File: config.mk
export PLATFORM = sky130hd
export DESIGN_NAME = page_table_walk_translate_core_flat
export DESIGN_NICKNAME = d
export VERILOG_FILES = /design/src/hw/rtl/ptwt_pkg.sv /design/src/hw/rtl/ptwt_item_if.sv /design/src/hw/rtl/ptwt_result_if.sv /design/src/hw/rtl/ptwt_step.sv /design/src/hw/rtl/page_table_walk_translate_core.sv /design/src/flat_wrapper.sv
export SDC_FILE = /design/constraint.sdc
export NUM_CORES = 1
export LEC_CHECK = 0
export BUFFER_PORTS_ARGS = -buffer_cell sky130_fd_sc_hd__buf_4
export CAP_MARGIN = 20
export CORE_AREA = 2 2 199 201
export DETAILED_ROUTE_END_ITERATION = 7
export DIE_AREA = 0 0 201 203
export SLEW_MARGIN = 20
export SYNTH_ARGS = -nofsm -noshare
export SYNTH_HDL_FRONTEND = slang
export SYNTH_HIERARCHICAL = 1
export SYNTH_SLANG_ARGS = --single-unit
File: constraint.sdc
create_clock -name clk_i -period 5.75 [get_ports clk_i]
set_input_delay 0.2875 -clock clk_i [delete_from_list [all_inputs] [get_ports clk_i]]
set_output_delay 0.2875 -clock clk_i [all_outputs]
set_load 0.1 [all_outputs]
File: src/hw/rtl/ptwt_pkg.sv
// Package with shared widths, codes, types and helpers of the page table walker.
`timescale 1ns / 1ps

package ptwt_pkg;

  localparam int unsigned VaW            = 64;
  localparam int unsigned PteW           = 64;
  localparam int unsigned ShiftW         = 5;
  localparam int unsigned AddrW          = 56;
  localparam int unsigned PpnW           = 44;
  localparam int unsigned LvlW           = 3;
  localparam int unsigned IdxW           = 9;
  localparam int unsigned PageBits       = 12;
  localparam int unsigned PpnLo          = 10;
  localparam int unsigned OffW           = 32;
  localparam int unsigned FaultW         = 2;
  localparam int unsigned CfgDataW       = PpnW;
  localparam int unsigned CfgIdxW        = 1;
  localparam int unsigned PhysAddrBitsDefault = 56;

  // Input item function codes.
  localparam logic FuncTranslate = 1'b0;
  localparam logic FuncEntry     = 1'b1;

  // Result kinds.
  localparam logic KindRead = 1'b0;
  localparam logic KindDone = 1'b1;

  // Fault codes.
  localparam logic [FaultW-1:0] FaultNone     = 2'd0;
  localparam logic [FaultW-1:0] FaultEmpty    = 2'd1;
  localparam logic [FaultW-1:0] FaultNoLeaf   = 2'd2;
  localparam logic [FaultW-1:0] FaultInvalid  = 2'd3;

  // Configuration register indexes.
  localparam logic [CfgIdxW-1:0] CfgRootPpn    = 1'b0;
  localparam logic [CfgIdxW-1:0] CfgLevelCount = 1'b1;

  localparam logic [LvlW-1:0] LevelCountMin = 3'd3;
  localparam logic [LvlW-1:0] LevelCountMax = 3'd5;
  localparam logic [LvlW-1:0] LevelTop      = 3'd4;

  typedef struct packed {
    logic [PpnW-1:0] root_ppn;
    logic [LvlW-1:0] level_count;
  } ptwt_cfg_t;

  typedef struct packed {
    logic              busy;
    logic [LvlW-1:0]   level;
    logic [VaW-1:0]    vaddr;
    logic [ShiftW-1:0] shift;
  } ptwt_walk_t;

  typedef struct packed {
    logic              kind;
    logic [AddrW-1:0]  address;
    logic [FaultW-1:0] fault;
    logic [LvlW-1:0]   level;
  } ptwt_result_t;

  // Nine-bit table index of the virtual address at a given level.
  function automatic logic [IdxW-1:0] vpn_index(logic [VaW-1:0] va, logic [LvlW-1:0] lvl);
    logic [IdxW-1:0] idx;
    case (lvl)
      3'd0: idx = va[20:12];
      3'd1: idx = va[29:21];
      3'd2: idx = va[38:30];
      3'd3: idx = va[47:39];
      3'd4: idx = va[56:48];
      default: idx = '0;
    endcase
    return idx;
  endfunction

endpackage

File: src/hw/rtl/ptwt_item_if.sv
// Input channel: translate requests and page table entry responses.
`timescale 1ns / 1ps

interface ptwt_item_if import ptwt_pkg::*; ();
  logic              valid;
  logic              ready;
  logic              func;
  logic [VaW-1:0]    vaddr;
  logic [ShiftW-1:0] offset_shift;
  logic [PteW-1:0]   entry_word;

  modport source (output valid, func, vaddr, offset_shift, entry_word, input ready);
  modport sink   (input valid, func, vaddr, offset_shift, entry_word, output ready);
endinterface

File: src/hw/rtl/ptwt_result_if.sv
// Output channel: memory read requests and finished translations.
`timescale 1ns / 1ps

interface ptwt_result_if import ptwt_pkg::*; ();
  logic              valid;
  logic              ready;
  logic              kind;
  logic [AddrW-1:0]  address;
  logic [FaultW-1:0] fault_code;
  logic [LvlW-1:0]   leaf_level;

  modport source (output valid, kind, address, fault_code, leaf_level, input ready);
  modport sink   (input valid, kind, address, fault_code, leaf_level, output ready);
endinterface

File: src/hw/rtl/ptwt_step.sv
// One walk step: next walk state and the result caused by one input item.
`timescale 1ns / 1ps

module ptwt_step import ptwt_pkg::*; (
  input  ptwt_cfg_t          cfg_i,
  input  ptwt_walk_t         walk_i,
  input  logic               func_i,
  input  logic [VaW-1:0]     vaddr_i,
  input  logic [ShiftW-1:0]  offset_shift_i,
  input  logic [PteW-1:0]    entry_word_i,
  output ptwt_walk_t         walk_o,
  output logic               res_valid_o,
  output ptwt_result_t       res_o
);

  logic [PpnW-1:0] ppn;
  logic            leaf;
  logic [LvlW-1:0] lvl_cnt;
  logic [LvlW-1:0] root_lvl;
  logic [LvlW-1:0] down_lvl;
  logic [OffW-1:0] off_mask;

  assign ppn      = entry_word_i[PpnLo +: PpnW];
  assign leaf     = |entry_word_i[3:1];
  assign down_lvl = walk_i.level - 3'd1;
  assign off_mask = ~({OffW{1'b1}} << walk_i.shift);

  always_comb begin
    if (cfg_i.level_count < LevelCountMin) begin
      lvl_cnt = LevelCountMin;
    end else if (cfg_i.level_count > LevelCountMax) begin
      lvl_cnt = LevelCountMax;
    end else begin
      lvl_cnt = cfg_i.level_count;
    end
  end

  assign root_lvl = lvl_cnt - 3'd1;

  always_comb begin
    walk_o      = walk_i;
    res_valid_o = 1'b0;
    res_o       = '0;
    if (func_i == FuncTranslate) begin
      // A new request drops any walk in progress.
      walk_o.busy  = 1'b1;
      walk_o.level = root_lvl;
      walk_o.vaddr = vaddr_i;
      walk_o.shift = offset_shift_i;
      res_valid_o  = 1'b1;
      res_o.kind   = KindRead;
      res_o.address = {cfg_i.root_ppn, vpn_index(vaddr_i, root_lvl), 3'b000};
      res_o.level  = root_lvl;
    end else if (walk_i.busy) begin
      res_valid_o = 1'b1;
      res_o.level = walk_i.level;
      if (leaf) begin
        walk_o.busy = 1'b0;
        res_o.kind  = KindDone;
        if (!entry_word_i[0]) begin
          res_o.fault = FaultInvalid;
        end else begin
          res_o.address = {ppn, {PageBits{1'b0}}}
                        | AddrW'(walk_i.vaddr[OffW-1:0] & off_mask);
        end
      end else if (entry_word_i == '0) begin
        walk_o.busy = 1'b0;
        res_o.kind  = KindDone;
        res_o.fault = FaultEmpty;
      end else if (walk_i.level == '0) begin
        walk_o.busy = 1'b0;
        res_o.kind  = KindDone;
        res_o.fault = FaultNoLeaf;
      end else begin
        walk_o.level  = down_lvl;
        res_o.kind    = KindRead;
        res_o.address = {ppn, vpn_index(walk_i.vaddr, down_lvl), 3'b000};
        res_o.level   = down_lvl;
      end
    end
  end

endmodule

File: src/hw/rtl/page_table_walk_translate_core.sv
// Page table walker top level: walk state, configuration and result register.
// A result is registered and is valid in the cycle after the transfer of the item that causes it.
// Throughput: one item per cycle; a waiting result is held in the output register and
// the next item is taken in the cycle that result is transferred.
// Entry responses that arrive with no walk in progress give no result.
// Reset: walker idle, no result pending, root page number 0, level count 3.
`timescale 1ns / 1ps

module page_table_walk_translate_core import ptwt_pkg::*; #(
  parameter int unsigned PHYS_ADDR_BITS = PhysAddrBitsDefault
) (
  input  logic                clk_i,
  input  logic                rst_ni,
  input  logic                cfg_we_i,
  input  logic [CfgIdxW-1:0]  cfg_idx_i,
  input  logic [CfgDataW-1:0] cfg_wdata_i,
  ptwt_item_if.sink           item_i,
  ptwt_result_if.source       result_o
);

  ptwt_cfg_t    cfg_q;
  ptwt_walk_t   walk_q, walk_d;
  ptwt_result_t res;
  logic         res_valid;
  logic         in_fire;

  logic                      out_valid_q, out_valid_d;
  logic                      kind_q;
  logic [PHYS_ADDR_BITS-1:0] addr_q;
  logic [FaultW-1:0]         fault_q;
  logic [LvlW-1:0]           level_q;

  assign item_i.ready = !out_valid_q || result_o.ready;
  assign in_fire      = item_i.valid && item_i.ready;

  always_ff @(posedge clk_i or negedge rst_ni) begin
    if (!rst_ni) begin
      cfg_q.root_ppn    <= '0;
      cfg_q.level_count <= LevelCountMin;
    end else if (cfg_we_i) begin
      case (cfg_idx_i)
        CfgRootPpn:    cfg_q.root_ppn    <= cfg_wdata_i[PpnW-1:0];
        CfgLevelCount: cfg_q.level_count <= cfg_wdata_i[LvlW-1:0];
        default: ;
      endcase
    end
  end

  ptwt_step u_step (
    .cfg_i          (cfg_q),
    .walk_i         (walk_q),
    .func_i         (item_i.func),
    .vaddr_i        (item_i.vaddr),
    .offset_shift_i (item_i.offset_shift),
    .entry_word_i   (item_i.entry_word),
    .walk_o         (walk_d),
    .res_valid_o    (res_valid),
    .res_o          (res)
  );

  always_ff @(posedge clk_i or negedge rst_ni) begin
    if (!rst_ni) begin
      walk_q.busy  <= 1'b0;
      walk_q.level <= '0;
      walk_q.vaddr <= '0;
      walk_q.shift <= 5'd12;
    end else if (in_fire) begin
      walk_q <= walk_d;
    end
  end

  always_comb begin
    if (in_fire && res_valid) begin
      out_valid_d = 1'b1;
    end else if (result_o.ready) begin
      out_valid_d = 1'b0;
    end else begin
      out_valid_d = out_valid_q;
    end
  end

  always_ff @(posedge clk_i or negedge rst_ni) begin
    if (!rst_ni) begin
      out_valid_q <= 1'b0;
    end else begin
      out_valid_q <= out_valid_d;
    end
  end

  // Physical addresses are cut to the implemented width here.
  always_ff @(posedge clk_i) begin
    if (in_fire && res_valid) begin
      kind_q  <= res.kind;
      addr_q  <= res.address[PHYS_ADDR_BITS-1:0];
      fault_q <= res.fault;
      level_q <= res.level;
    end
  end

  assign result_o.valid      = out_valid_q;
  assign result_o.kind       = kind_q;
  assign result_o.address    = AddrW'(addr_q);
  assign result_o.fault_code = fault_q;
  assign result_o.leaf_level = level_q;

  a_result_from_transfer : assert property (@(posedge clk_i) disable iff (!rst_ni)
    $rose(out_valid_q) |-> $past(in_fire))
    else $error("result appeared without an input transfer");

  a_stall_blocks_input : assert property (@(posedge clk_i) disable iff (!rst_ni)
    (out_valid_q && !result_o.ready) |-> !item_i.ready)
    else $error("input taken while a result is stalled");

  a_level_in_range : assert property (@(posedge clk_i) disable iff (!rst_ni)
    walk_q.busy |-> (walk_q.level <= LevelTop))
    else $error("walk level out of range");

  a_done_ends_walk : assert property (@(posedge clk_i) disable iff (!rst_ni)
    (in_fire && res_valid && (res.kind == KindDone)) |=> !walk_q.busy)
    else $error("walk still busy after a finished translation");

endmodule

File: src/flat_wrapper.sv
// flat-port wrapper written by rule: the top's interface ports become plain ports
module page_table_walk_translate_core_flat import ptwt_pkg::*;
#(
  parameter int unsigned PHYS_ADDR_BITS = PhysAddrBitsDefault
)
  (clk_i, rst_ni, cfg_we_i, cfg_idx_i, cfg_wdata_i, item_i_valid, item_i_func, item_i_vaddr, item_i_offset_shift, item_i_entry_word, item_i_ready, result_o_valid, result_o_kind, result_o_address, result_o_fault_code, result_o_leaf_level, result_o_ready);
  ptwt_item_if item_i_i ();
  ptwt_result_if result_o_i ();
  input  logic clk_i;
  input  logic rst_ni;
  input  logic cfg_we_i;
  input  logic [CfgIdxW-1:0] cfg_idx_i;
  input  logic [CfgDataW-1:0] cfg_wdata_i;
  input wire logic [$bits(item_i_i.valid)-1:0] item_i_valid;
  input wire logic [$bits(item_i_i.func)-1:0] item_i_func;
  input wire logic [$bits(item_i_i.vaddr)-1:0] item_i_vaddr;
  input wire logic [$bits(item_i_i.offset_shift)-1:0] item_i_offset_shift;
  input wire logic [$bits(item_i_i.entry_word)-1:0] item_i_entry_word;
  output wire logic [$bits(item_i_i.ready)-1:0] item_i_ready;
  output wire logic [$bits(result_o_i.valid)-1:0] result_o_valid;
  output wire logic [$bits(result_o_i.kind)-1:0] result_o_kind;
  output wire logic [$bits(result_o_i.address)-1:0] result_o_address;
  output wire logic [$bits(result_o_i.fault_code)-1:0] result_o_fault_code;
  output wire logic [$bits(result_o_i.leaf_level)-1:0] result_o_leaf_level;
  input wire logic [$bits(result_o_i.ready)-1:0] result_o_ready;
  assign item_i_i.valid = item_i_valid;
  assign item_i_i.func = item_i_func;
  assign item_i_i.vaddr = item_i_vaddr;
  assign item_i_i.offset_shift = item_i_offset_shift;
  assign item_i_i.entry_word = item_i_entry_word;
  assign item_i_ready = item_i_i.ready;
  assign result_o_valid = result_o_i.valid;
  assign result_o_kind = result_o_i.kind;
  assign result_o_address = result_o_i.address;
  assign result_o_fault_code = result_o_i.fault_code;
  assign result_o_leaf_level = result_o_i.leaf_level;
  assign result_o_i.ready = result_o_ready;
  page_table_walk_translate_core #(.PHYS_ADDR_BITS(PHYS_ADDR_BITS)) u_core (.clk_i(clk_i), .rst_ni(rst_ni), .cfg_we_i(cfg_we_i), .cfg_idx_i(cfg_idx_i), .cfg_wdata_i(cfg_wdata_i), .item_i(item_i_i), .result_o(result_o_i));
endmodule
**After elaboration in Yosys (flattened, before gate mapping)**

Cells that the tools add are included.

- Output and inout port bits: 64
- Bits in registers: 176
- Input port bits: 184

- Shift-type cells: 1
- Eq/ne operators: 9
- Add/subtract/negate cells: 2
- Bitwise logic cells: 5
- Reduce and logical (&&, ||, !) cells: 15
- Magnitude comparators: 2
- Multiplexer cells: 28

Operators with widths:

| operator | count |
|---|---|
| $mux 56 | 4 |
| $pmux 9 s5 | 2 |
| $logic_not 64->1 | 1 |
| $mux 61 | 1 |
| $mux 59 | 1 |
| $or 56x32->56 | 1 |
| $and 32x32->32 | 1 |
| $not 32->32 | 1 |
| $shl 32x5->32 const A | 1 |
| $mux 3 | 6 |
| $eq 3x2->1 const B | 4 |
| $reduce_and 2->1 | 5 |
| $logic_not 3->1 | 3 |
| $mux 1 | 9 |
| $mux 4 | 2 |
| $eq 3x1->1 const B | 2 |
| $eq 3x3->1 const B | 2 |
| $mux 2 | 3 |
| $sub 3x1->3 const B | 2 |
| $gt 3x3->1 const B | 1 |
| $lt 3x2->1 const B | 1 |
| $reduce_or 3->1 | 1 |
| $logic_and 1x1->1 | 2 |
| $ne 2x1->1 const B | 1 |
| other kinds (4) | 5 |

**Logic depth before layout (Yosys ltp)**

Gate-level depths: netlist (run 1).

- Depth in word-level cells: 8
- Mapped depth: 11
- Depth with buffers taken out: 9

**Cells and area by module**

Netlist (run 1), hierarchy kept.

Modules (own cells, without submodules):

| module | instances | area an instance (µm²) | cells each |
|---|---|---|---|
| page_table_walk_translate_core | 1 | 6448.7 | 322 |
| ptwt_step | 1 | 3104.2 | 433 |

**Worst setup path before layout (run 1)**

OpenSTA, ideal clock, no wires.

- Kind: register to register
- Start point: register u_core.out_valid_q, in the netlist u_core/result_o.valid
- End point: register u_core.addr_q[0], in the netlist u_core/result_o.address[0] (enable)
- Data required time: 5.261 ns
- Clock period less this slack: 4.553 ns
- Library setup time: 0.489 ns
- Setup slack: 1.197 ns
- Buffers on the path: 0
- Stages on the path, launching flop included: 3
- Arrival: 4.063 ns
- Path through: dfrtp_1 > nand2b_4 > nor2b_1

- Longest elaborated chain between the ends: 4

RTL lines:

| item | RTL line | source |
|---|---|---|
| start, declared | page_table_walk_translate_core.sv:27 | `logic out_valid_q, out_valid_d;` |
| start signal, assigned | page_table_walk_translate_core.sv:86 | `out_valid_q <= out_valid_d;` |
| $logic_not 1->1 | page_table_walk_translate_core.sv:33 | `assign item_i.ready = !out_valid_q \|\| result_o.ready;` |
| $logic_or 1x1->1 | page_table_walk_translate_core.sv:33 |  |
| named net item_i_ready | flat_wrapper.sv:19 | `output wire logic [$bits(item_i_i.ready)-1:0] item_i_ready;` |
| $logic_and 1x1->1 | page_table_walk_translate_core.sv:34 | `assign in_fire = item_i.valid && item_i.ready;` |
| $logic_and 1x1->1 | page_table_walk_translate_core.sv:92 | `if (in_fire && res_valid) begin` |
| end signal, assigned | page_table_walk_translate_core.sv:94 | `addr_q <= res.address[PHYS_ADDR_BITS-1:0];` |
| end, declared | page_table_walk_translate_core.sv:29 | `logic [PHYS_ADDR_BITS-1:0] addr_q;` |

The timed path passes the listed nets, and every way through them passes these cells.
A chain may end at the register's enable or synchronous reset.

==> results.yml, run 1 <==
run_status:
  status: "finished clean"
route:
  wirelength_mm: 32.3
  drt_iter0_markers: 565
  antenna_left: 0
  vias: 7053
  firstDrtPassIters: 5
  viasPerCell: 4.77
  avgRoutedWirePerCell_microns: 21.8
  drc_errors: 0
sta:
  layout_setup_ws_ps: 2200
  grt_setup_unrepaired: "no"
  worst_clock_skew_ps: 18.5
  final_max_slew_viol_count: 0
  holdWs_ps: 61.9
  max_slew_margin_pct: 28.7
  timing.final.crit_period_ps: 3550
  max_freq_mhz: 282
  setup_tns_ps: 0
  setup_viol: 0
  timing.final.crit_share_pct: 61.7
  hold_viol: 0
  worst-slew-pin-transition_ps: 1070
die:
  dieWidth_microns: 201
  num_rows: 72
  fp.dieH_microns: 203
  core-area_sq_um: 38500
  die-area_sq_um: 40800
  ios: 248
  initial_core_util_pct: 24.0
layout:
  drive_above_1_share_pct: 49.5
  syn_to_final_growth_pct: 30.7
  design_area_sq_um: 12000
  final_nets: 1141
hold_path:
  hold_depth: 2
  min_path_type: "input port to flip-flop"
synthesis:
  synthCells: 734
  synth_area_sq_um: 9220
  synth.avg_cell_area_sq_um: 12.6
  synth_warnings: 6
  synthesis.nets: 928
global_routing:
  met2_usage_pct: 26.0
  grt_util_met1_pct: 19.2
  grt_pass1_wl_mm: 46.9
  grt_pass1_vias: 7213
  grt_util_all_layers_pct: 15.6
  grt_antenna_before_repair: 3
  use_met3_pct: 4.37
  grt-ovfl-total: 0
  busiest_layer: "met2"
  grt_max_degree: 67
placement:
  pre_cts_ws_ps: 2090
  place.detailed.hpwl_mm: 23.7
  io_buffers: 240
  dpl_cell_area_sq_um: 11400
  place_congestion: 0.858
clock_tree:
  clk_transition_reported_paths_ps: 80
  root_buffer: "clkbuf_16"
  holdBufCountCts: 1
  post-cts-setup-buffers: 0
  h-tree-depth: 4
  clockBufferDepth: 2
  clock_latency_ps: 450
  cts_buffers: 17
  cts_tree: "yes"
  post_cts_resized: 0
  clock_sinks: 176
worst_setup_path:
  cpMostUsedCell: "inv_1"
  path_max_fanout: 9
  cp-start-kind: "flip-flop"
  path_cells: "inv_1 > or3_1 > inv_1 > ha_1 > xor2_1 > nor2_1 > o21ai_1 > a2bb2oi_1 > o21ai_0"
  crit_type: "flip-flop to flip-flop"
  reg2reg_depth: 9
  cp.arrival_ps: 3690
  cp-end-kind: "flip-flop"
  cp_data_required_time_ps: 5890
  cp_slowest_cell: "o21ai_1"
  slowest_delay_ps: 710
pwr:
  clkPwrFrac_pct: 27.4
  p_leak_nw: 4.98
  pwr-share-comb_pct: 32.3
  p_int_mw: 2.75
  p_sw_mw: 1.69
  ir_drop_mv: 0.170
  power_density_nw_per_um2: 368
  seq_power_share_pct: 40.2
  switching_share_pct: 38.2
flow_run:
  drv_cap: 0
## power by group through the flow
stage	clock network [mW]	registers, mW	logic, mW
finish	1.22	1.79	1.43
global route	1.30	1.81	1.53
CTS	1.26	1.78	1.43
detailed placement	0	1.81	1.43
global placement	0	1.79	1.41
floorplan	0	2.03	0.733
## worst max-delay path: cells and delay by family, from the launching register on
kind	cells	cell delay, ps
AO/OA/AOI/OAI	3	1080
adder cells (fa/ha/maj)	1	170
XOR/XNOR	1	700
buffers and inverters	2	250
AND/OR/NAND/NOR	2	580
flip-flops	1	470
## worst paths after layout
| kind | to | slack (ps) | startpoint |
|---|---|---|---|
| min in group asynchronous | u_core/walk_q[34] | 480 | rst_ni |
| max | u_core/result_o.address[10] | 2200 | u_core/cfg_q[2] |
| max reg2reg | u_core/result_o.address[10] | 2200 | u_core/cfg_q[2] |
| min | u_core/cfg_q[7] | 60 | cfg_wdata_i[4] |
| min reg2reg | u_core/cfg_q[23] | 500 | u_core/cfg_q[23] |
| max in group asynchronous | u_core/cfg_q[6] | 3950 | rst_ni |
## routing by layer
layer  routed length [microns]  vias to the layer above  part of all wire (%)
met5                        35                        -                  0.11
met3                      2050                       53                   6.3
li1                          -                     3215                     -
met4                       941                        6                   2.9
met2                     15500                      220                    48
met1                     13700                     3559                    43
## final cells by class
class	instances	area (sq um)
Timing Repair Buffer	248	1880
Clock buffer	17	425
Antenna cell	2	5.00
Clock inverter	15	191
Fill cell	3933	26400
Multi-Input combinational cell	469	4040
Sequential cell	176	4720
Tap cell	518	648
Inverter	35	131
## metrics by stage
step,power [mW],util [%],std cells
4_1_cts,4.47,31.2,1477
2_1_floorplan,2.76,-,734
6_report,4.44,31.3,1480
5_1_grt,4.64,31.3,1478
3_5_place_dp,3.23,29.6,1444
3_3_place_gp,3.20,29.6,1444
## registers in the layout, summed over array words and instances (netlist names)
| register | cells |
|---|---|
| u_core/walk_q | 66 |
| u_core/result_o.address | 56 |
| u_core/cfg_q | 47 |
| u_core/result_o.leaf_level | 3 |
| u_core/result_o.fault_code | 2 |
| u_core/result_o.kind | 1 |
| u_core/result_o.valid | 1 |
## layout by cell type, fill, tap and decap left out, types with 5 or more instances in the layout
cell type,count
a221oi_1,6
a31oi_1,13
a21oi_1,18
clkbuf_16,17
nor3_1,6
mux2_4,5
a222oi_1,9
o221ai_1,7
o2bb2ai_1,40
inv_6,5
nand3_1,30
nor2_1,29
mux2_1,5
and3_1,5
nor4_1,14
a32oi_1,6
mux2_2,174
nand2_1,17
o21ai_0,18
dfrtp_1,110
buf_4,246
ha_1,10
edfxtp_1,62
o211ai_1,5
inv_1,34
(Power assumes the default switching activity.)
==> inputs of run 2 (changes only) <==
==> constraint.sdc (replaced) <==
create_clock -name clk_i -period 2.9 [get_ports clk_i]
set_input_delay 0.145 -clock clk_i [delete_from_list [all_inputs] [get_ports clk_i]]
set_output_delay 0.145 -clock clk_i [all_outputs]
set_load 0.1 [all_outputs]
==> run 2 against run 1 <==
Net effect: sequential share of layout area down 1.7 points; power increased by 98%; global-route usage grew 0.13 points; wire length is 0.80% higher; critical path type unchanged; highest routed layer unchanged.
==> results.yml, run 2 (synthesis results as in run 1) <==
run_status:
  status: "finished clean"
sta:
  max_slew_margin_pct: 34.4
  worst-slew-pin-transition_ps: 985
  layout_setup_ws_ps: 198
  setup_viol: 0
  grt_setup_unrepaired: "no"
  final_max_slew_viol_count: 0
  timing.final.crit_period_ps: 2700
  timing.final.crit_share_pct: 93.2
  holdWs_ps: 27.3
  setup_tns_ps: 0
  hold_viol: 0
  max_freq_mhz: 370
  worst_clock_skew_ps: 13.6
layout:
  fin_util_pct: 32.7
  antenna_cells: 0
  final_cell_mix: "buf_4, mux2_2, dfrtp_1, edfxtp_1, dlygate4sd3_1"
  final_common_cell: "buf_4"
  design_area_sq_um: 12600
  final_cells: 1540
  syn_to_final_growth_pct: 36.5
  top_register: "u_core/walk_q"
  final_nets: 1203
  largest_reg_flops: 66
  drive_above_1_share_pct: 47.8
die:
  ios: 248
  initial_core_util_pct: 24.0
  num_rows: 72
  die-area_sq_um: 40800
  fp.dieH_microns: 203
  core-area_sq_um: 38500
  dieWidth_microns: 201
route:
  antenna_left: 0
  drt_iter0_markers: 490
  firstDrtPassIters: 5
  avgRoutedWirePerCell_microns: 21.1
  wirelength_mm: 32.5
  drc_errors: 0
  viasPerCell: 4.74
  vias: 7295
pwr:
  power_density_nw_per_um2: 698
  p_total_mw: 8.79
  ir_drop_mv: 0.284
  p_leak_nw: 5.23
placement:
  io_buffers: 240
  dpl_cell_area_sq_um: 11600
  dp_cells: 1461
  pre_cts_ws_ps: 271
  place.detailed.hpwl_mm: 24.0
  place_congestion: 0.838
clock_tree:
  clock_latency_ps: 440
  post-cts-setup-buffers: 0
  h-tree-depth: 4
  holdBufCountCts: 47
  root_buffer: "clkbuf_16"
  clk_transition_reported_paths_ps: 80
  cts_tree: "yes"
  post_cts_resized: 0
  clockBufferDepth: 2
  clock_sinks: 176
  cts_buffers: 17
worst_setup_path:
  r2r_end: "u_core/result_o.address[10]"
  crit_type: "flip-flop to flip-flop"
  path_max_fanout: 20
  reg2reg_depth: 10
  cp-start-kind: "flip-flop"
  critPathLaunch: "u_core/cfg_q[2]"
  cp.arrival_ps: 2870
  r2r-start: "u_core/cfg_q[2]"
  reg2reg_slack_ps: 200
  cp_data_required_time_ps: 3070
  crit_end: "u_core/result_o.address[10]"
  cp-end-kind: "flip-flop"
global_routing:
  grt_pass1_vias: 7422
  grt_util_all_layers_pct: 15.7
  grt_max_degree: 67
  grt_pass1_wl_mm: 47.4
  grt-ovfl-total: 0
  grt_antenna_before_repair: 4
hold_path:
  min_path_type: "input port to flip-flop"
flow_run:
  drv_cap: 0
[run 2: changes by cell type in the layout (fill, tap and decap cells not counted), moves of 2 or more]
cell / previous run / this run
dlygate4sd3_1: 1 / 47
buf_4: 246 / 259
diode_2: 2 / 0
clkinv_4: 0 / 3
clkinv_8: 4 / 0
inv_6: 5 / 3
buf_12: 0 / 4
[run 2: critical path, stage by stage, from the launching register on]
cell and delay [ps]:
dfrtp_1 350, inv_1 80, or3_1 450, inv_1 130, ha_1 170, xor2_1 240, buf_12 200, mux2_2 340
a21oi_1 210, a2bb2oi_1 170, o21ai_0 90
[run 2: where the power goes]
part | switching [mW] | internal [mW] | total (mW)
Combinational | 1.79 | 1.21 | 3.00
Clock | 1.12 | 1.13 | 2.25
Sequential | 0.443 | 3.10 | 3.54
Total | 3.35 | 5.44 | 8.79
[run 2: cell type report]
cell class                 count  area, sq um
clock buffer                  18          429
clock inverter                14          124
fill                        3890        25900
multi-input combinational    469         4040
inverter                      35          131
timing repair buffer         310         2490
tap                          518          648
sequential                   176         4720
[run 2: metal layers]
metal	up-vias	wire, microns	GRT usage, %
li1	3337	-	-
met1	3671	13900	20.1
met2	225	15800	25.9
met3	54	1810	3.53
met4	8	939	6.24
met5	-	44	0
[run 2: how the worst min path moves through the flow]
stage / start / to / slack [ps] / depth (start not counted)
after global routing: item_i_entry_word[34] / u_core/result_o.address[36] / 30 / 3
final: item_i_entry_word[47] / u_core/result_o.address[49] / 30 / 3
after floorplan: rst_ni / u_core/cfg_q[10] / -150 / 0
after global placement: rst_ni / u_core/walk_q[45] / 220 / 1
after CTS: item_i_entry_word[47] / u_core/result_o.address[49] / 7 / 3
after detailed placement: rst_ni / u_core/walk_q[36] / 220 / 1
